<file path="src/rtl/sjp_pkg.sv">
// Package for the strict JSON two-member line parser.
// Holds shared types, status codes and character constants; no dependencies.
package sjp_pkg;

    // Widths of the payload fields and registers.
    localparam int LINE_W   = 21;
    localparam int IDMAX_W  = 8;
    localparam int CODE_W   = 5;
    localparam int CFG_IDX_W = 2;

    // Configuration register indexes and reset values.
    localparam logic [CFG_IDX_W-1:0] CFG_MAX_LINE = 2'd0;
    localparam logic [CFG_IDX_W-1:0] CFG_MAX_ID   = 2'd1;
    localparam logic [LINE_W-1:0]    MAX_LINE_RST = 21'd65536;
    localparam logic [IDMAX_W-1:0]   MAX_ID_RST   = 8'd64;

    // Result kinds.
    localparam logic [1:0] KIND_ID     = 2'd0;
    localparam logic [1:0] KIND_CHUNK  = 2'd1;
    localparam logic [1:0] KIND_STATUS = 2'd2;

    // Line status codes.
    localparam logic [CODE_W-1:0] ST_OK          = 5'd0;
    localparam logic [CODE_W-1:0] ST_TOO_LONG    = 5'd1;
    localparam logic [CODE_W-1:0] ST_BAD_UTF8    = 5'd2;
    localparam logic [CODE_W-1:0] ST_UNEXPECTED  = 5'd3;
    localparam logic [CODE_W-1:0] ST_UNTERM_STR  = 5'd4;
    localparam logic [CODE_W-1:0] ST_CTRL_BYTE   = 5'd5;
    localparam logic [CODE_W-1:0] ST_UNTERM_ESC  = 5'd6;
    localparam logic [CODE_W-1:0] ST_BAD_ESC     = 5'd7;
    localparam logic [CODE_W-1:0] ST_SHORT_HEX   = 5'd8;
    localparam logic [CODE_W-1:0] ST_NON_HEX     = 5'd9;
    localparam logic [CODE_W-1:0] ST_HEX_RANGE   = 5'd10;
    localparam logic [CODE_W-1:0] ST_REPEAT_ID   = 5'd11;
    localparam logic [CODE_W-1:0] ST_REPEAT_CHNK = 5'd12;
    localparam logic [CODE_W-1:0] ST_UNKNOWN_MEM = 5'd13;
    localparam logic [CODE_W-1:0] ST_TRAILING    = 5'd14;
    localparam logic [CODE_W-1:0] ST_NO_ID       = 5'd15;
    localparam logic [CODE_W-1:0] ST_NO_CHUNK    = 5'd16;
    localparam logic [CODE_W-1:0] ST_EMPTY_ID    = 5'd17;
    localparam logic [CODE_W-1:0] ST_ID_TOO_LONG = 5'd18;

    // Output queue size.
    localparam int OQ_DEPTH = 4;
    localparam int OQ_PTR_W = $clog2(OQ_DEPTH);
    localparam int OQ_CNT_W = $clog2(OQ_DEPTH + 1);

    // One result item as it travels through the output queue.
    typedef struct packed {
        logic [1:0]         kind;
        logic [7:0]         data;
        logic [CODE_W-1:0]  code;
        logic [7:0]         id_len;
        logic               last;
    } t_result;

    // Results that one input beat produces: a value byte, a line status, or both.
    typedef struct packed {
        logic    byte_vld;
        t_result byte_res;
        logic    stat_vld;
        t_result stat_res;
    } t_push;

endpackage

</file>
<file path="src/rtl/strict_json_two_member_line_parser.sv">
// Top level of the strict JSON two-member line parser.
// Depends on sjp_pkg, sjp_core and sjp_outq.
//
// Usage: raw line bytes enter on the input channel (i_in_valid/o_in_ready), one
// byte per beat with has_byte set; line_end closes the line, and a beat with
// has_byte clear may carry only the line end. Decoded value bytes of the first
// "id" and "chunk" members leave on the output channel (o_out_valid/i_out_ready)
// tagged by result_kind, followed at line end by one status beat with last set.
// Throughput is one input beat per cycle while the queue has room. A beat is
// registered in the input register, parsed there and its results written to a
// four-entry output queue, from which they are offered. A line-end beat that also
// carries a value byte produces two results; the queue drains one per cycle while
// the receiver is ready. When the receiver stalls, the queue fills and input stops
// when fewer than two entries are free. Reset clears the line state, the queue and
// sets max_line_bytes to 65536 and max_id_bytes to 64. Configuration writes via
// i_cfg_we take effect at once and belong only in idle periods.
module strict_json_two_member_line_parser
    import sjp_pkg::*;
(
    input  logic                 i_clk,
    input  logic                 i_rst_n,
    input  logic                 i_in_valid,
    output logic                 o_in_ready,
    input  logic [7:0]           i_data_byte,
    input  logic                 i_has_byte,
    input  logic                 i_line_end,
    output logic                 o_out_valid,
    input  logic                 i_out_ready,
    output logic [1:0]           o_result_kind,
    output logic [7:0]           o_out_byte,
    output logic [CODE_W-1:0]    o_status_code,
    output logic [7:0]           o_id_length,
    output logic                 o_last,
    input  logic                 i_cfg_we,
    input  logic [CFG_IDX_W-1:0] i_cfg_idx,
    input  logic [LINE_W-1:0]    i_cfg_data
);

    t_push   push;
    logic    room;
    t_result res;

    // Parser core with input register and line state.
    sjp_core u_core (
        .i_clk       (i_clk),
        .i_rst_n     (i_rst_n),
        .i_in_valid  (i_in_valid),
        .o_in_ready  (o_in_ready),
        .i_data_byte (i_data_byte),
        .i_has_byte  (i_has_byte),
        .i_line_end  (i_line_end),
        .i_cfg_we    (i_cfg_we),
        .i_cfg_idx   (i_cfg_idx),
        .i_cfg_data  (i_cfg_data),
        .i_room      (room),
        .o_push      (push)
    );

    // Result queue toward the receiver.
    sjp_outq u_outq (
        .i_clk       (i_clk),
        .i_rst_n     (i_rst_n),
        .i_push      (push),
        .o_room      (room),
        .o_out_valid (o_out_valid),
        .i_out_ready (i_out_ready),
        .o_res       (res)
    );

    assign o_result_kind = res.kind;
    assign o_out_byte    = res.data;
    assign o_status_code = res.code;
    assign o_id_length   = res.id_len;
    assign o_last        = res.last;

endmodule

</file>
<file path="src/rtl/sjp_core.sv">
// Parser core: input register, line state and the single-pass parse logic.
// Depends on sjp_pkg.
module sjp_core
    import sjp_pkg::*;
(
    input  logic                 i_clk,
    input  logic                 i_rst_n,
    input  logic                 i_in_valid,
    output logic                 o_in_ready,
    input  logic [7:0]           i_data_byte,
    input  logic                 i_has_byte,
    input  logic                 i_line_end,
    input  logic                 i_cfg_we,
    input  logic [CFG_IDX_W-1:0] i_cfg_idx,
    input  logic [LINE_W-1:0]    i_cfg_data,
    input  logic                 i_room,
    output t_push                o_push
);

    typedef enum logic [13:0] {
        PH_OPEN      = 14'b00000000000001,
        PH_FIRST     = 14'b00000000000010,
        PH_NAME_STR  = 14'b00000000000100,
        PH_NAME_ESC  = 14'b00000000001000,
        PH_NAME_HEX  = 14'b00000000010000,
        PH_COLON     = 14'b00000000100000,
        PH_VAL_OPEN  = 14'b00000001000000,
        PH_VAL_STR   = 14'b00000010000000,
        PH_VAL_ESC   = 14'b00000100000000,
        PH_VAL_HEX   = 14'b00001000000000,
        PH_AFTER_VAL = 14'b00010000000000,
        PH_NEXT_NAME = 14'b00100000000000,
        PH_TRAILER   = 14'b01000000000000,
        PH_ERROR     = 14'b10000000000000
    } t_phase;

    typedef enum logic [1:0] {
        MEM_NONE    = 2'd0,
        MEM_ID      = 2'd1,
        MEM_CHUNK   = 2'd2,
        MEM_UNKNOWN = 2'd3
    } t_member;

    // Name matcher states.
    localparam logic [3:0] NM_START = 4'd0;
    localparam logic [3:0] NM_I     = 4'd1;
    localparam logic [3:0] NM_ID    = 4'd2;
    localparam logic [3:0] NM_C     = 4'd3;
    localparam logic [3:0] NM_CH    = 4'd4;
    localparam logic [3:0] NM_CHU   = 4'd5;
    localparam logic [3:0] NM_CHUN  = 4'd6;
    localparam logic [3:0] NM_CHUNK = 4'd7;
    localparam logic [3:0] NM_NONE  = 4'd8;

    // UTF-8 checker states.
    localparam logic [4:0] U8_LEAD  = 5'd0;
    localparam logic [4:0] U8_BAD   = 5'd16;

    localparam logic [LINE_W-1:0] LINE_SAT = {LINE_W{1'b1}};
    localparam logic [8:0]        ID_SAT   = 9'd256;

    // Characters.
    localparam logic [7:0] CH_SP    = 8'h20;
    localparam logic [7:0] CH_TAB   = 8'h09;
    localparam logic [7:0] CH_LBR   = 8'h7B;
    localparam logic [7:0] CH_RBR   = 8'h7D;
    localparam logic [7:0] CH_QUOTE = 8'h22;
    localparam logic [7:0] CH_COLON = 8'h3A;
    localparam logic [7:0] CH_COMMA = 8'h2C;
    localparam logic [7:0] CH_BSL   = 8'h5C;
    localparam logic [7:0] CH_SLASH = 8'h2F;

    // Next state of the UTF-8 validity checker for one raw byte.
    function automatic logic [4:0] utf8_next(input logic [4:0] s, input logic [7:0] c);
        logic [4:0] n;
        begin
            n = U8_BAD;
            if (s[4]) begin
                n = s;
            end else begin
                unique case (s[2:0])
                    3'd0: begin
                        if (c < 8'h80) n = 5'd0;
                        else if (c >= 8'hC2 && c <= 8'hDF) n = 5'd1;
                        else if (c == 8'hE0) n = 5'd4;
                        else if (c == 8'hED) n = 5'd5;
                        else if (c >= 8'hE1 && c <= 8'hEF) n = 5'd2;
                        else if (c == 8'hF0) n = 5'd6;
                        else if (c >= 8'hF1 && c <= 8'hF3) n = 5'd3;
                        else if (c == 8'hF4) n = 5'd7;
                    end
                    3'd1, 3'd2, 3'd3: begin
                        if (c >= 8'h80 && c <= 8'hBF) n = s - 5'd1;
                    end
                    3'd4: if (c >= 8'hA0 && c <= 8'hBF) n = 5'd1;
                    3'd5: if (c >= 8'h80 && c <= 8'h9F) n = 5'd1;
                    3'd6: if (c >= 8'h90 && c <= 8'hBF) n = 5'd2;
                    3'd7: if (c >= 8'h80 && c <= 8'h8F) n = 5'd2;
                    default: n = U8_BAD;
                endcase
            end
            return n;
        end
    endfunction

    // Next state of the member name matcher for one decoded byte.
    function automatic logic [3:0] name_next(input logic [3:0] s, input logic [7:0] c);
        logic [3:0] n;
        begin
            n = NM_NONE;
            if (s == NM_START && c == 8'h69) n = NM_I;
            else if (s == NM_I && c == 8'h64) n = NM_ID;
            else if (s == NM_START && c == 8'h63) n = NM_C;
            else if (s == NM_C && c == 8'h68) n = NM_CH;
            else if (s == NM_CH && c == 8'h75) n = NM_CHU;
            else if (s == NM_CHU && c == 8'h6E) n = NM_CHUN;
            else if (s == NM_CHUN && c == 8'h6B) n = NM_CHUNK;
            return n;
        end
    endfunction

    // Input register.
    logic       r_in_vld;
    logic [7:0] r_c;
    logic       r_has;
    logic       r_end;
    logic       fire;

    assign fire       = r_in_vld && i_room;
    assign o_in_ready = !r_in_vld || i_room;

    always_ff @(posedge i_clk) begin
        if (!i_rst_n) begin
            r_in_vld <= 1'b0;
        end else if (o_in_ready) begin
            r_in_vld <= i_in_valid;
        end
        if (o_in_ready && i_in_valid) begin
            r_c   <= i_data_byte;
            r_has <= i_has_byte;
            r_end <= i_line_end;
        end
    end

    // Configuration registers.
    logic [LINE_W-1:0]  r_max_line;
    logic [IDMAX_W-1:0] r_max_id;

    always_ff @(posedge i_clk) begin
        if (!i_rst_n) begin
            r_max_line <= MAX_LINE_RST;
            r_max_id   <= MAX_ID_RST;
        end else if (i_cfg_we) begin
            if (i_cfg_idx == CFG_MAX_LINE) r_max_line <= i_cfg_data;
            if (i_cfg_idx == CFG_MAX_ID)   r_max_id   <= i_cfg_data[IDMAX_W-1:0];
        end
    end

    // Line state.
    t_phase             r_phase, n_phase;
    logic [CODE_W-1:0]  r_err, n_err;
    logic [1:0]         r_hcnt, n_hcnt;
    logic [15:0]        r_hacc, n_hacc;
    logic [3:0]         r_name, n_name;
    t_member            r_mem, n_mem;
    logic [1:0]         r_seen, n_seen;
    logic [8:0]         r_idcnt, n_idcnt;
    logic [LINE_W-1:0]  r_lcnt, n_lcnt;
    logic [4:0]         r_utf, n_utf;

    logic               in_value;
    logic               ws;
    logic               dec_go;
    logic [7:0]         dec_c;
    logic               fail;
    logic [CODE_W-1:0]  fail_code;
    logic [3:0]         nib;
    logic               nib_ok;
    logic [15:0]        acc_new;
    logic [CODE_W-1:0]  status;
    t_push              push;

    assign in_value = (r_phase == PH_VAL_STR) || (r_phase == PH_VAL_ESC) ||
                      (r_phase == PH_VAL_HEX);
    assign ws       = (r_c == CH_SP) || (r_c == CH_TAB);

    // Hex digit decode for the \u escape.
    always_comb begin
        nib    = 4'd0;
        nib_ok = 1'b1;
        if (r_c >= 8'h30 && r_c <= 8'h39)      nib = r_c[3:0];
        else if (r_c >= 8'h61 && r_c <= 8'h66) nib = r_c[3:0] + 4'd9;
        else if (r_c >= 8'h41 && r_c <= 8'h46) nib = r_c[3:0] + 4'd9;
        else nib_ok = 1'b0;
        acc_new = {r_hacc[11:0], nib};
    end

    // Parse one beat: advance the phase, decode, emit and build the line status.
    always_comb begin
        n_phase   = r_phase;
        n_err     = r_err;
        n_hcnt    = r_hcnt;
        n_hacc    = r_hacc;
        n_name    = r_name;
        n_mem     = r_mem;
        n_seen    = r_seen;
        n_idcnt   = r_idcnt;
        n_lcnt    = r_lcnt;
        n_utf     = r_utf;
        dec_go    = 1'b0;
        dec_c     = r_c;
        fail      = 1'b0;
        fail_code = ST_OK;
        status    = ST_OK;
        push      = '0;

        if (fire && r_has) begin
            if (r_lcnt != LINE_SAT) n_lcnt = r_lcnt + 1'b1;
            n_utf = utf8_next(r_utf, r_c);

            unique case (r_phase)
                PH_OPEN: begin
                    if (!ws) begin
                        if (r_c == CH_LBR) n_phase = PH_FIRST;
                        else begin fail = 1'b1; fail_code = ST_UNEXPECTED; end
                    end
                end
                PH_FIRST: begin
                    if (!ws) begin
                        if (r_c == CH_RBR) n_phase = PH_TRAILER;
                        else if (r_c == CH_QUOTE) n_phase = PH_NAME_STR;
                        else begin fail = 1'b1; fail_code = ST_UNEXPECTED; end
                    end
                end
                PH_NEXT_NAME: begin
                    if (!ws) begin
                        if (r_c == CH_QUOTE) n_phase = PH_NAME_STR;
                        else begin fail = 1'b1; fail_code = ST_UNEXPECTED; end
                    end
                end
                PH_COLON: begin
                    if (!ws) begin
                        if (r_c == CH_COLON) n_phase = PH_VAL_OPEN;
                        else begin fail = 1'b1; fail_code = ST_UNEXPECTED; end
                    end
                end
                PH_VAL_OPEN: begin
                    if (!ws) begin
                        if (r_c == CH_QUOTE) n_phase = PH_VAL_STR;
                        else begin fail = 1'b1; fail_code = ST_UNEXPECTED; end
                    end
                end
                PH_AFTER_VAL: begin
                    if (!ws) begin
                        if (r_c == CH_COMMA) n_phase = PH_NEXT_NAME;
                        else if (r_c == CH_RBR) n_phase = PH_TRAILER;
                        else begin fail = 1'b1; fail_code = ST_UNEXPECTED; end
                    end
                end
                PH_TRAILER: begin
                    if (!ws) begin fail = 1'b1; fail_code = ST_TRAILING; end
                end
                PH_NAME_STR, PH_VAL_STR: begin
                    if (r_c == CH_QUOTE) begin
                        if (!in_value) begin
                            // Name closed: resolve which member follows.
                            if (r_name == NM_ID) n_mem = MEM_ID;
                            else if (r_name == NM_CHUNK) n_mem = MEM_CHUNK;
                            else n_mem = MEM_UNKNOWN;
                            n_name  = NM_START;
                            n_phase = PH_COLON;
                        end else if (r_mem == MEM_ID && r_seen[0]) begin
                            fail = 1'b1; fail_code = ST_REPEAT_ID;
                        end else if (r_mem == MEM_CHUNK && r_seen[1]) begin
                            fail = 1'b1; fail_code = ST_REPEAT_CHNK;
                        end else if (r_mem == MEM_ID) begin
                            n_seen[0] = 1'b1;
                            n_mem     = MEM_NONE;
                            n_phase   = PH_AFTER_VAL;
                        end else if (r_mem == MEM_CHUNK) begin
                            n_seen[1] = 1'b1;
                            n_mem     = MEM_NONE;
                            n_phase   = PH_AFTER_VAL;
                        end else begin
                            fail = 1'b1; fail_code = ST_UNKNOWN_MEM;
                        end
                    end else if (r_c < CH_SP) begin
                        fail = 1'b1; fail_code = ST_CTRL_BYTE;
                    end else if (r_c == CH_BSL) begin
                        n_phase = in_value ? PH_VAL_ESC : PH_NAME_ESC;
                    end else begin
                        dec_go = 1'b1;
                    end
                end
                PH_NAME_ESC, PH_VAL_ESC: begin
                    n_phase = in_value ? PH_VAL_STR : PH_NAME_STR;
                    dec_go  = 1'b1;
                    unique case (r_c)
                        CH_QUOTE: dec_c = 8'h22;
                        CH_BSL:   dec_c = 8'h5C;
                        CH_SLASH: dec_c = 8'h2F;
                        8'h62:    dec_c = 8'h08;
                        8'h66:    dec_c = 8'h0C;
                        8'h6E:    dec_c = 8'h0A;
                        8'h72:    dec_c = 8'h0D;
                        8'h74:    dec_c = 8'h09;
                        8'h75: begin
                            dec_go  = 1'b0;
                            n_phase = in_value ? PH_VAL_HEX : PH_NAME_HEX;
                            n_hcnt  = 2'd0;
                            n_hacc  = 16'd0;
                        end
                        default: begin
                            dec_go = 1'b0;
                            fail = 1'b1; fail_code = ST_BAD_ESC;
                        end
                    endcase
                end
                PH_NAME_HEX, PH_VAL_HEX: begin
                    if (!nib_ok) begin
                        fail = 1'b1; fail_code = ST_NON_HEX;
                    end else begin
                        n_hacc = acc_new;
                        n_hcnt = r_hcnt + 2'd1;
                        if (r_hcnt == 2'd3) begin
                            n_phase = in_value ? PH_VAL_STR : PH_NAME_STR;
                            if (acc_new > 16'h007F) begin
                                fail = 1'b1; fail_code = ST_HEX_RANGE;
                            end else begin
                                dec_go = 1'b1;
                                dec_c  = acc_new[7:0];
                            end
                        end
                    end
                end
                PH_ERROR: begin
                end
                default: begin
                end
            endcase

            // Decoded string byte: feeds the name matcher or becomes a value byte.
            if (dec_go) begin
                if (!in_value) begin
                    n_name = name_next(r_name, dec_c);
                end else if (r_mem == MEM_ID && !r_seen[0]) begin
                    if (r_idcnt != ID_SAT) n_idcnt = r_idcnt + 9'd1;
                    push.byte_vld      = 1'b1;
                    push.byte_res.kind = KIND_ID;
                    push.byte_res.data = dec_c;
                end else if (r_mem == MEM_CHUNK && !r_seen[1]) begin
                    push.byte_vld      = 1'b1;
                    push.byte_res.kind = KIND_CHUNK;
                    push.byte_res.data = dec_c;
                end
            end

            if (fail) begin
                if (r_err == ST_OK) n_err = fail_code;
                n_phase = PH_ERROR;
            end
        end

        // Line end: report status in priority order, then clear the line state.
        if (fire && r_end) begin
            if (n_lcnt > r_max_line) status = ST_TOO_LONG;
            else if (n_utf != U8_LEAD) status = ST_BAD_UTF8;
            else if (n_err != ST_OK) status = n_err;
            else if (n_phase == PH_NAME_STR || n_phase == PH_VAL_STR) status = ST_UNTERM_STR;
            else if (n_phase == PH_NAME_ESC || n_phase == PH_VAL_ESC) status = ST_UNTERM_ESC;
            else if (n_phase == PH_NAME_HEX || n_phase == PH_VAL_HEX) status = ST_SHORT_HEX;
            else if (n_phase != PH_TRAILER) status = ST_UNEXPECTED;
            else if (!n_seen[0]) status = ST_NO_ID;
            else if (!n_seen[1]) status = ST_NO_CHUNK;
            else if (n_idcnt == 9'd0) status = ST_EMPTY_ID;
            else if (n_idcnt > {1'b0, r_max_id}) status = ST_ID_TOO_LONG;
            else status = ST_OK;

            push.stat_vld        = 1'b1;
            push.stat_res.kind   = KIND_STATUS;
            push.stat_res.code   = status;
            push.stat_res.id_len = n_idcnt[8] ? 8'hFF : n_idcnt[7:0];
            push.stat_res.last   = 1'b1;

            n_phase = PH_OPEN;
            n_err   = ST_OK;
            n_hcnt  = 2'd0;
            n_hacc  = 16'd0;
            n_name  = NM_START;
            n_mem   = MEM_NONE;
            n_seen  = 2'b00;
            n_idcnt = 9'd0;
            n_lcnt  = '0;
            n_utf   = U8_LEAD;
        end
    end

    assign o_push = push;

    // State registers.
    always_ff @(posedge i_clk) begin
        if (!i_rst_n) begin
            r_phase <= PH_OPEN;
            r_err   <= ST_OK;
            r_hcnt  <= 2'd0;
            r_hacc  <= 16'd0;
            r_name  <= NM_START;
            r_mem   <= MEM_NONE;
            r_seen  <= 2'b00;
            r_idcnt <= 9'd0;
            r_lcnt  <= '0;
            r_utf   <= U8_LEAD;
        end else begin
            r_phase <= n_phase;
            r_err   <= n_err;
            r_hcnt  <= n_hcnt;
            r_hacc  <= n_hacc;
            r_name  <= n_name;
            r_mem   <= n_mem;
            r_seen  <= n_seen;
            r_idcnt <= n_idcnt;
            r_lcnt  <= n_lcnt;
            r_utf   <= n_utf;
        end
    end

    // The error phase is only entered with an error code recorded.
    a_err_code: assert property (@(posedge i_clk) disable iff (!i_rst_n)
        (r_phase == PH_ERROR) |-> (r_err != ST_OK))
        else $error("error phase without a recorded error code");

    // A held input beat keeps its payload while the queue has no room.
    a_hold: assert property (@(posedge i_clk) disable iff (!i_rst_n)
        (r_in_vld && !i_room) |=> (r_in_vld && $stable(r_c) && $stable(r_end)))
        else $error("input register lost a stalled beat");

endmodule

</file>
<file path="src/rtl/sjp_outq.sv">
// Output queue: takes up to two results per cycle, hands out one per beat.
// Depends on sjp_pkg.
module sjp_outq
    import sjp_pkg::*;
(
    input  logic    i_clk,
    input  logic    i_rst_n,
    input  t_push   i_push,
    output logic    o_room,
    output logic    o_out_valid,
    input  logic    i_out_ready,
    output t_result o_res
);

    t_result             r_mem [OQ_DEPTH];
    logic [OQ_PTR_W-1:0] r_wr, r_rd;
    logic [OQ_CNT_W-1:0] r_cnt;
    logic                pop;
    logic [1:0]          npush;
    t_result             first_res;

    assign o_out_valid = (r_cnt != '0);
    assign o_res       = r_mem[r_rd];
    assign pop         = o_out_valid && i_out_ready;
    assign o_room      = (r_cnt <= OQ_CNT_W'(OQ_DEPTH - 2));
    assign npush       = {1'b0, i_push.byte_vld} + {1'b0, i_push.stat_vld};
    assign first_res   = i_push.byte_vld ? i_push.byte_res : i_push.stat_res;

    // Storage: the first result at the write pointer, a status behind a byte next.
    always_ff @(posedge i_clk) begin
        if (npush != 2'd0) r_mem[r_wr] <= first_res;
        if (npush == 2'd2) r_mem[r_wr + 1'b1] <= i_push.stat_res;
    end

    // Pointers and fill count.
    always_ff @(posedge i_clk) begin
        if (!i_rst_n) begin
            r_wr  <= '0;
            r_rd  <= '0;
            r_cnt <= '0;
        end else begin
            r_wr  <= r_wr + OQ_PTR_W'(npush);
            if (pop) r_rd <= r_rd + 1'b1;
            r_cnt <= r_cnt + OQ_CNT_W'(npush) - OQ_CNT_W'(pop);
        end
    end

    a_no_overflow: assert property (@(posedge i_clk) disable iff (!i_rst_n)
        r_cnt <= OQ_CNT_W'(OQ_DEPTH))
        else $error("output queue overflow");

    a_push_room: assert property (@(posedge i_clk) disable iff (!i_rst_n)
        (npush != 2'd0) |-> o_room)
        else $error("results pushed without room");

endmodule
</file>
<file path="config.mk">
export PLATFORM = sky130hd
export DESIGN_NAME = strict_json_two_member_line_parser
export DESIGN_NICKNAME = d
export VERILOG_FILES = /design/src/rtl/sjp_pkg.sv /design/src/rtl/strict_json_two_member_line_parser.sv /design/src/rtl/sjp_core.sv /design/src/rtl/sjp_outq.sv
export SDC_FILE = /design/constraint.sdc
export NUM_CORES = 1
export LEC_CHECK = 0
export CAP_MARGIN = 5
export CELL_PAD_IN_SITES_DETAIL_PLACEMENT = 1
export CELL_PAD_IN_SITES_GLOBAL_PLACEMENT = 2
export CORE_MARGIN = 3
export CORE_UTILIZATION = 44
export CTS_BUF_LIST = sky130_fd_sc_hd__clkbuf_16
export CTS_CLUSTER_SIZE = 28
export DETAILED_ROUTE_END_ITERATION = 10
export DONT_BUFFER_PORTS = 1
export GPL_TIMING_DRIVEN = 0
export HOLD_SLACK_MARGIN = 0.02
export PLACE_DENSITY = 0.92
export SLEW_MARGIN = 20
export SYNTH_ARGS = -nofsm -noshare
export SYNTH_HDL_FRONTEND = slang
export SYNTH_SLANG_ARGS = --single-unit
</file>
<file path="constraint.sdc">
create_clock -name i_clk -period 11.49 [get_ports i_clk]
set_clock_uncertainty 0.15 [all_clocks]
set_input_delay 2.298 -clock i_clk [delete_from_list [all_inputs] [get_ports i_clk]]
set_output_delay 2.298 -clock i_clk [all_outputs]
set_load 0.03 [all_outputs]
</file>
# Yosys cells after proc, flatten, opt, wreduce, memory -nomap -nowiden

Memory sizes are Yosys's and may differ from the RTL's. A register that Yosys moved wholly into a read port is not among the register bits.
Index checks and enable logic that the tools add are counted.

Bits in latches: 0
Memories kept: 1
Logic and storage cells: 373
Input bits: 38
Bits in writable memories: 96
Register bits: 123
Bits in read-only memories: 0

Memory list:

| memory       | depth | bits a word | rd ports | clocked after memory_dff | wr ports | line           | RTL |
|---|---|---|---|---|---|---|---|
| u_outq.r_mem | 4     | 24          | 1        | 1                        | 2        | sjp_outq.sv:15 | `t_result r_mem [OQ_DEPTH];` |

Divide/modulo/power cells: 0
Shifts and indexed selects: 0
Mux-type cells: 186
Multiply operators: 0
Reduce and logical (&&, ||, !) cells: 59
Order comparisons: 24
Bitwise gates (word level): 1
Equal/unequal tests: 72
$add $sub $neg: 11

Operator list:

| kind                                                      | count |
|---|---|
| 2-to-1 mux 14 bit                                         | 27 |
| 2-to-1 mux 5 bit                                          | 43 |
| equality test 8 x 7 -> 1 bit (second input constant)      | 16 |
| one-hot mux 14 bit (9 select lines)                       | 1 |
| 2-to-1 mux 4 bit                                          | 18 |
| one-hot mux 8 bit (8 select lines)                        | 1 |
| 2-to-1 mux 11 bit                                         | 5 |
| 2-to-1 mux 9 bit                                          | 6 |
| greater-or-equal comparator 8 bit (second input constant) | 6 |
| <= comparator 8 bit (second input constant)               | 6 |
| 2-to-1 mux 8 bit                                          | 6 |
| one-hot mux 5 bit (9 select lines)                        | 1 |
| 2-to-1 mux 1 bit                                          | 43 |
| 2-to-1 mux 21 bit                                         | 2 |
| equality test 8 x 6 -> 1 bit (second input constant)      | 5 |
| 2-to-1 mux 2 bit                                          | 20 |
| equality test 8 bit (second input constant)               | 4 |
| one-hot mux 5 bit (6 select lines)                        | 1 |
| equality test 14 x 10 -> 1 bit (second input constant)    | 2 |
| equality test 14 x 3 -> 1 bit (second input constant)     | 2 |
| equality test 14 x 4 -> 1 bit (second input constant)     | 2 |
| equality test 14 x 5 -> 1 bit (second input constant)     | 2 |
| equality test 14 x 8 -> 1 bit (second input constant)     | 2 |
| equality test 14 x 9 -> 1 bit (second input constant)     | 2 |
| 69 further kinds                                          | 130 |

# Depth between registers and ports, before layout

Depth after elaboration: 27
Depth in mapped cells: 22
Mapped depth without buffers: 21

# By module

Synthesis repeated with hierarchy kept, for this count alone.

Cells, all modules: 1,423
Area total of the unflattened synthesis: 13,878.3 um^2

Modules (own cells, without submodules):

| module   | sequential area each (um^2) | area each (um^2) | times used | cells an instance |
|---|---|---|---|---|
| sjp_core | 2,422.3                     | 8,674.6          | 1          | 1,134 |
| sjp_outq | 3,062.9                     | 5,203.7          | 1          | 289 |

# Worst setup path before layout

Ideal clock, no wire load.

Path kind: reg-to-reg
Start point: register u_core.r_c[4]
End point: memory u_outq.r_mem[0][13] (netlist name), data pin
Stages on the path, launching flop included: 21
Required time: 11.070 ns
Clock period less this slack: 4.739 ns
Arrival: 4.319 ns
Library setup time: 0.270 ns
Buffers on the path: 2
Setup slack: 6.751 ns
Cell sequence: edfxtp_1 -> buf_2 -> or4b_1 -> nor3_2 -> nor2_1 -> or3_1 -> buf_2 -> a311oi_4 -> o21ai_0 -> ha_1 -> nor2b_1 -> o21a_1 -> o21a_1 -> o21a_1 -> o21a_1 -> o21ai_0 -> a21oi_1 -> nor2_1 -> nand3_1 -> a41oi_1 -> nor3_1

RTL lines:

| item                   | line            | RTL |
|---|---|---|
| start, declared        | sjp_core.sv:124 | `logic [7:0] r_c;` |
| start signal, assigned | sjp_core.sv:139 | `r_c <= i_data_byte;` |
| end, declared          | sjp_outq.sv:15  |  |

==> flow_summary.rst <==
.. list-table::
   :header-rows: 1

   * - Metric
     - Value
   * - Final global-route overflow total
     - 0
   * - Setup Buffers After CTS
     - 0
   * - Number of global-route vias before repair
     - 11.6k
   * - Slew HR
     - 0.371
   * - Worst IR Drop VDD
     - 0.103 mV
   * - Top cell type by total area after synthesis
     - sky130_fd_sc_hd__dfxtp_1
   * - Boundary pin count
     - 64
   * - Total global-route track usage
     - 0.251
   * - Req. time, crit path
     - 11.62 ns
   * - Critical-path cell list
     - clkbuf_1 -> nor4_1 -> nand2_1 -> nor3_1 -> nand2_1 -> a311oi_4 -> o21ai_0 -> ha_1 -> nor2b_1 -> o21a_1 -> o21a_1 -> o21a_1 -> o21a_1 -> o21ai_0 -> a21oi_1 -> nor2_1 -> nand3_1 -> a41oi_1 -> nor3_1
   * - Actual slew at the worst max-slew pin
     - 0.944 ns
   * - Clock tree from TritonCTS
     - built
   * - Synthesis warning total
     - 0
   * - Hold bufs inserted after CTS
     - 0
   * - Power Dens Cells
     - 147 mW/mm²
   * - Wire length of the first global-routing pass
     - 63.1 mm
   * - Fraction of registers with async set or reset after synthesis
     - 0
   * - Most used flip-flop cell after synthesis
     - sky130_fd_sc_hd__dfxtp_1
   * - Largest net degree at the start of global routing
     - 15
   * - Ant diodes
     - 0
   * - Clock root buffer master
     - sky130_fd_sc_hd__clkbuf_16
   * - Average cell area after synthesis
     - 8.91 µm²
   * - Initial antenna violation count
     - 0
   * - Gates resized, CTS repair
     - 0
   * - Number of flops mapped to enable cells by yosys
     - 66
   * - Final period demand of the worst path
     - 5.91 ns
   * - Mean routed wirelength per cell
     - 21.4 µm
   * - CP max stage cell
     - sky130_fd_sc_hd__nor3_1
   * - Leading cell types by total area after synthesis
     - sky130_fd_sc_hd__dfxtp_1 24%, sky130_fd_sc_hd__edfxtp_1 16%, sky130_fd_sc_hd__ha_1 5.1%
   * - HPWL after detailed placement
     - 29.7 mm
   * - Slew Limit Fails
     - 0
   * - Combined area of all synthesized cells
     - 0.0128 mm²
   * - Setup repair after global routing missed its margin
     - false
   * - Final setup violation count
     - 0
   * - Die extent in x
     - 176 µm
   * - Routed Antenna Nets
     - 0
   * - Starting Density
     - 0.453
   * - Synthesized flop and latch total
     - 217
   * - Final core utilization
     - 0.502
   * - Total wire length
     - 39.7 mm
   * - Drt first-iter violations
     - 695
   * - Longest individual stage delay on the worst path
     - 0.81 ns
   * - Total number of H-tree levels
     - 1
   * - DRC errors left
     - 0
   * - Worst min-delay path class
     - flip-flop to flip-flop
   * - Standby leakage power
     - 0.00511 µW
   * - Kind of launch point of the worst setup path
     - flip-flop
   * - Num rows
     - 61
   * - Die height
     - 176 µm
   * - Ratio of cells with drive above 1 in the final layout
     - 0.0850
   * - Result of the run
     - finished, final reports clean
   * - Post-layout total power
     - 2070 µW
   * - Post-route fraction of the period consumed by the critical path
     - 0.514
   * - Filler cell count in the final layout
     - 3322
   * - MaxCap Viol Count
     - 0
   * - Number of cells produced by synthesis
     - 1435
   * - Cell repeated most along the worst path
     - sky130_fd_sc_hd__o21a_1
   * - Count of vias placed by the detailed router
     - 11.1k
   * - Die Area
     - 0.0311 mm²
   * - Last weighted congestion value of the routability-driven placer
     - 0.956
   * - Crit. End Element
     - flip-flop
   * - Post-synth cell types
     - 103
   * - Share of the synthesized area in the top cell type
     - 0.236
   * - Setup TNS Final
     - 0 ns
   * - Number of sinks handled by clock tree synthesis
     - 217
   * - Hold Vio Cnt, Final
     - 0
   * - Max FO, Critical Path
     - 10
   * - Final hold slack
     - 0.301 ns
   * - Number of nets at the end of the flow
     - 1554
   * - Number of buffers inserted by port buffering
     - 0
   * - Detailed-router iteration count before antenna repair
     - 5
   * - Net count after synthesis
     - 1526
   * - Crit Path Category
     - flip-flop to flip-flop
   * - Clock slew at reported path FFs
     - 0.06 ns
   * - Number of buffers between clock root and the deepest sink
     - 3
   * - Placeable Area
     - 0.0282 mm²
   * - Clock insertion delay at the later pin of the skew report
     - 0.54 ns
   * - Area growth from synthesis to layout
     - 10.8%
   * - Endpoint arrival time on the critical path
     - 6.03 ns
   * - Timing-limited maximum frequency
     - 169 MHz
   * - Part of the Yosys area used for sequential elements
     - 0.392
   * - Detail-routed via count per cell
     - 5.96
   * - CTS Buf Count
     - 26
critical path, delay by kind of cell (launching register included):
kind,cells,cell delay [ns]
and+or+nand+nor,8,2.45
AOI/OAI and AO/OA,9,2.11
adders and majority gates,1,0.37
DFF,1,0.31
buffers and inverters,1,0.23
Yosys cell counts (6+ instances only):
cell type,count
sky130_fd_sc_hd__nand2_1,169
sky130_fd_sc_hd__dfxtp_1,151
sky130_fd_sc_hd__nor2_1,140
sky130_fd_sc_hd__o21ai_0,75
sky130_fd_sc_hd__edfxtp_1,66
sky130_fd_sc_hd__a21oi_1,65
sky130_fd_sc_hd__inv_1,60
sky130_fd_sc_hd__clkbuf_1,54
sky130_fd_sc_hd__and2_1,53
sky130_fd_sc_hd__ha_1,52
sky130_fd_sc_hd__nor3_1,43
sky130_fd_sc_hd__nand3_1,41
sky130_fd_sc_hd__nand4_1,30
sky130_fd_sc_hd__xnor2_1,28
sky130_fd_sc_hd__a21boi_0,24
sky130_fd_sc_hd__and3_1,23
sky130_fd_sc_hd__mux4_2,23
sky130_fd_sc_hd__nor2b_1,21
sky130_fd_sc_hd__xor2_1,18
sky130_fd_sc_hd__nand2b_1,16
sky130_fd_sc_hd__a211oi_1,15
sky130_fd_sc_hd__o21a_1,14
sky130_fd_sc_hd__or3_1,13
sky130_fd_sc_hd__a21o_1,12
sky130_fd_sc_hd__a31oi_1,12
sky130_fd_sc_hd__mux2i_1,12
sky130_fd_sc_hd__nor4_1,12
sky130_fd_sc_hd__nor4b_1,10
sky130_fd_sc_hd__a22oi_1,9
sky130_fd_sc_hd__nand4b_1,8
sky130_fd_sc_hd__o31ai_1,8
sky130_fd_sc_hd__and4_1,7
sky130_fd_sc_hd__buf_1,7
sky130_fd_sc_hd__a22o_1,6
sky130_fd_sc_hd__buf_2,6
sky130_fd_sc_hd__o211ai_1,6
sky130_fd_sc_hd__or4_1,6
kinds of logic (layout without fill, tap and decap cells):
logic type / count (synthesis) / in the layout / share of synthesized area
AOI/OAI and AO/OA: 312 / 312 / 0.168
xor gates and xnor gates: 47 / 47 / 0.0328
adders and majority gates: 53 / 53 / 0.0525
buffers and inverters: 133 / 181 / 0.0420
muxes: 37 / 37 / 0.0517
and+or+nand+nor: 636 / 636 / 0.261
DFF: 217 / 217 / 0.392
metal layers:
layer / wire length, µm / GRT usage / vias up
met5: 0 / 0 / -
met1: 17800 / 0.333 / 5511
met2: 18800 / 0.426 / 230
met3: 2120 / 0.0428 / 59
met4: 974 / 0.0687 / 0
li1: - / - / 5287
flip-flops by register name, indices dropped and copies added, names as in the netlist, 2 cells and up, named ones only:
signal             count
u_outq.r_rd            2
u_core.r_max_id        8
u_core.r_hcnt          2
u_core.r_name          4
u_core.r_seen          2
u_core.r_phase        14
u_core.r_mem           2
u_core.r_max_line     21
u_core.r_lcnt         21
u_outq.r_cnt           3
u_outq.r_wr            2
u_core.r_utf           5
u_core.r_hacc         12
u_core.r_idcnt         9
u_core.r_c             8
u_core.r_err           5
u_outq.r_mem          92
final cells by class:
type                            instances  area, µm²  area share
Sequential cell                       217       5000       0.353
Inverter                               60        225      0.0159
Multi-Input combinational cell       1085       7240       0.511
Clock buffer                           26        651      0.0459
Tap cell                              378        473      0.0334
Buffer                                 73        312      0.0220
Clock inverter                         22        256      0.0181
cells in the final DEF (no fill, tap or decap), types with 7 or more instances in the layout:
| cell type | instances |
|---|---|
| sky130_fd_sc_hd__nand2b_1 | 16 |
| sky130_fd_sc_hd__mux2i_1 | 12 |
| sky130_fd_sc_hd__and2_1 | 53 |
| sky130_fd_sc_hd__nand4_1 | 30 |
| sky130_fd_sc_hd__a22oi_1 | 9 |
| sky130_fd_sc_hd__and4_1 | 7 |
| sky130_fd_sc_hd__nor4b_1 | 10 |
| sky130_fd_sc_hd__nor4_1 | 12 |
| sky130_fd_sc_hd__or3_1 | 13 |
| sky130_fd_sc_hd__a21oi_1 | 65 |
| sky130_fd_sc_hd__a211oi_1 | 15 |
| sky130_fd_sc_hd__xnor2_1 | 28 |
| sky130_fd_sc_hd__buf_1 | 7 |
| sky130_fd_sc_hd__a21o_1 | 12 |
| sky130_fd_sc_hd__mux4_2 | 23 |
| sky130_fd_sc_hd__dfxtp_1 | 151 |
| sky130_fd_sc_hd__nand4b_1 | 8 |
| sky130_fd_sc_hd__nand3_1 | 41 |
| sky130_fd_sc_hd__a31oi_1 | 12 |
| sky130_fd_sc_hd__a21boi_0 | 24 |
| sky130_fd_sc_hd__nor2_1 | 140 |
| sky130_fd_sc_hd__nor2b_1 | 21 |
| sky130_fd_sc_hd__clkbuf_16 | 26 |
| sky130_fd_sc_hd__edfxtp_1 | 66 |
| sky130_fd_sc_hd__nand2_1 | 169 |
| sky130_fd_sc_hd__ha_1 | 52 |
| sky130_fd_sc_hd__inv_1 | 64 |
| sky130_fd_sc_hd__and3_1 | 23 |
| sky130_fd_sc_hd__o21ai_0 | 75 |
| sky130_fd_sc_hd__o31ai_1 | 8 |
| sky130_fd_sc_hd__xor2_1 | 18 |
| sky130_fd_sc_hd__o21a_1 | 14 |
| sky130_fd_sc_hd__nor3_1 | 43 |
| sky130_fd_sc_hd__clkbuf_1 | 54 |
power breakdown:
group          leakage [µW]  switching [µW]  internal, µW
clock              0.000455             351           528
sequential          0.00187            16.3           810
combinational       0.00278             242           128
total               0.00511             609          1470
worst paths after layout:
path,startpoint,end,slack [ns],cells after the start
max,u_core.r_phase[6]$_SDFF_PP0_,u_outq.r_mem[2][13]$_DFFE_PP_,5.58,19
min,u_outq.r_mem[2][21]$_SDFFE_PP0P_,u_outq.r_mem[2][21]$_SDFFE_PP0P_,0.30,2
max reg2reg,u_core.r_phase[6]$_SDFF_PP0_,u_outq.r_mem[2][13]$_DFFE_PP_,5.58,19
min reg2reg,u_outq.r_mem[2][21]$_SDFFE_PP0P_,u_outq.r_mem[2][21]$_SDFFE_PP0P_,0.30,2
through the flow:
stage	area [µm²]	instances	setup WS, ns
after floorplan	12800	1435	6.75
after global placement	13300	1813	5.69
after detailed placement	13300	1813	5.69
after CTS	14200	1861	5.67
after global routing	14200	1861	5.29
final	14200	1861	5.58
(Power assumes the default switching activity.)
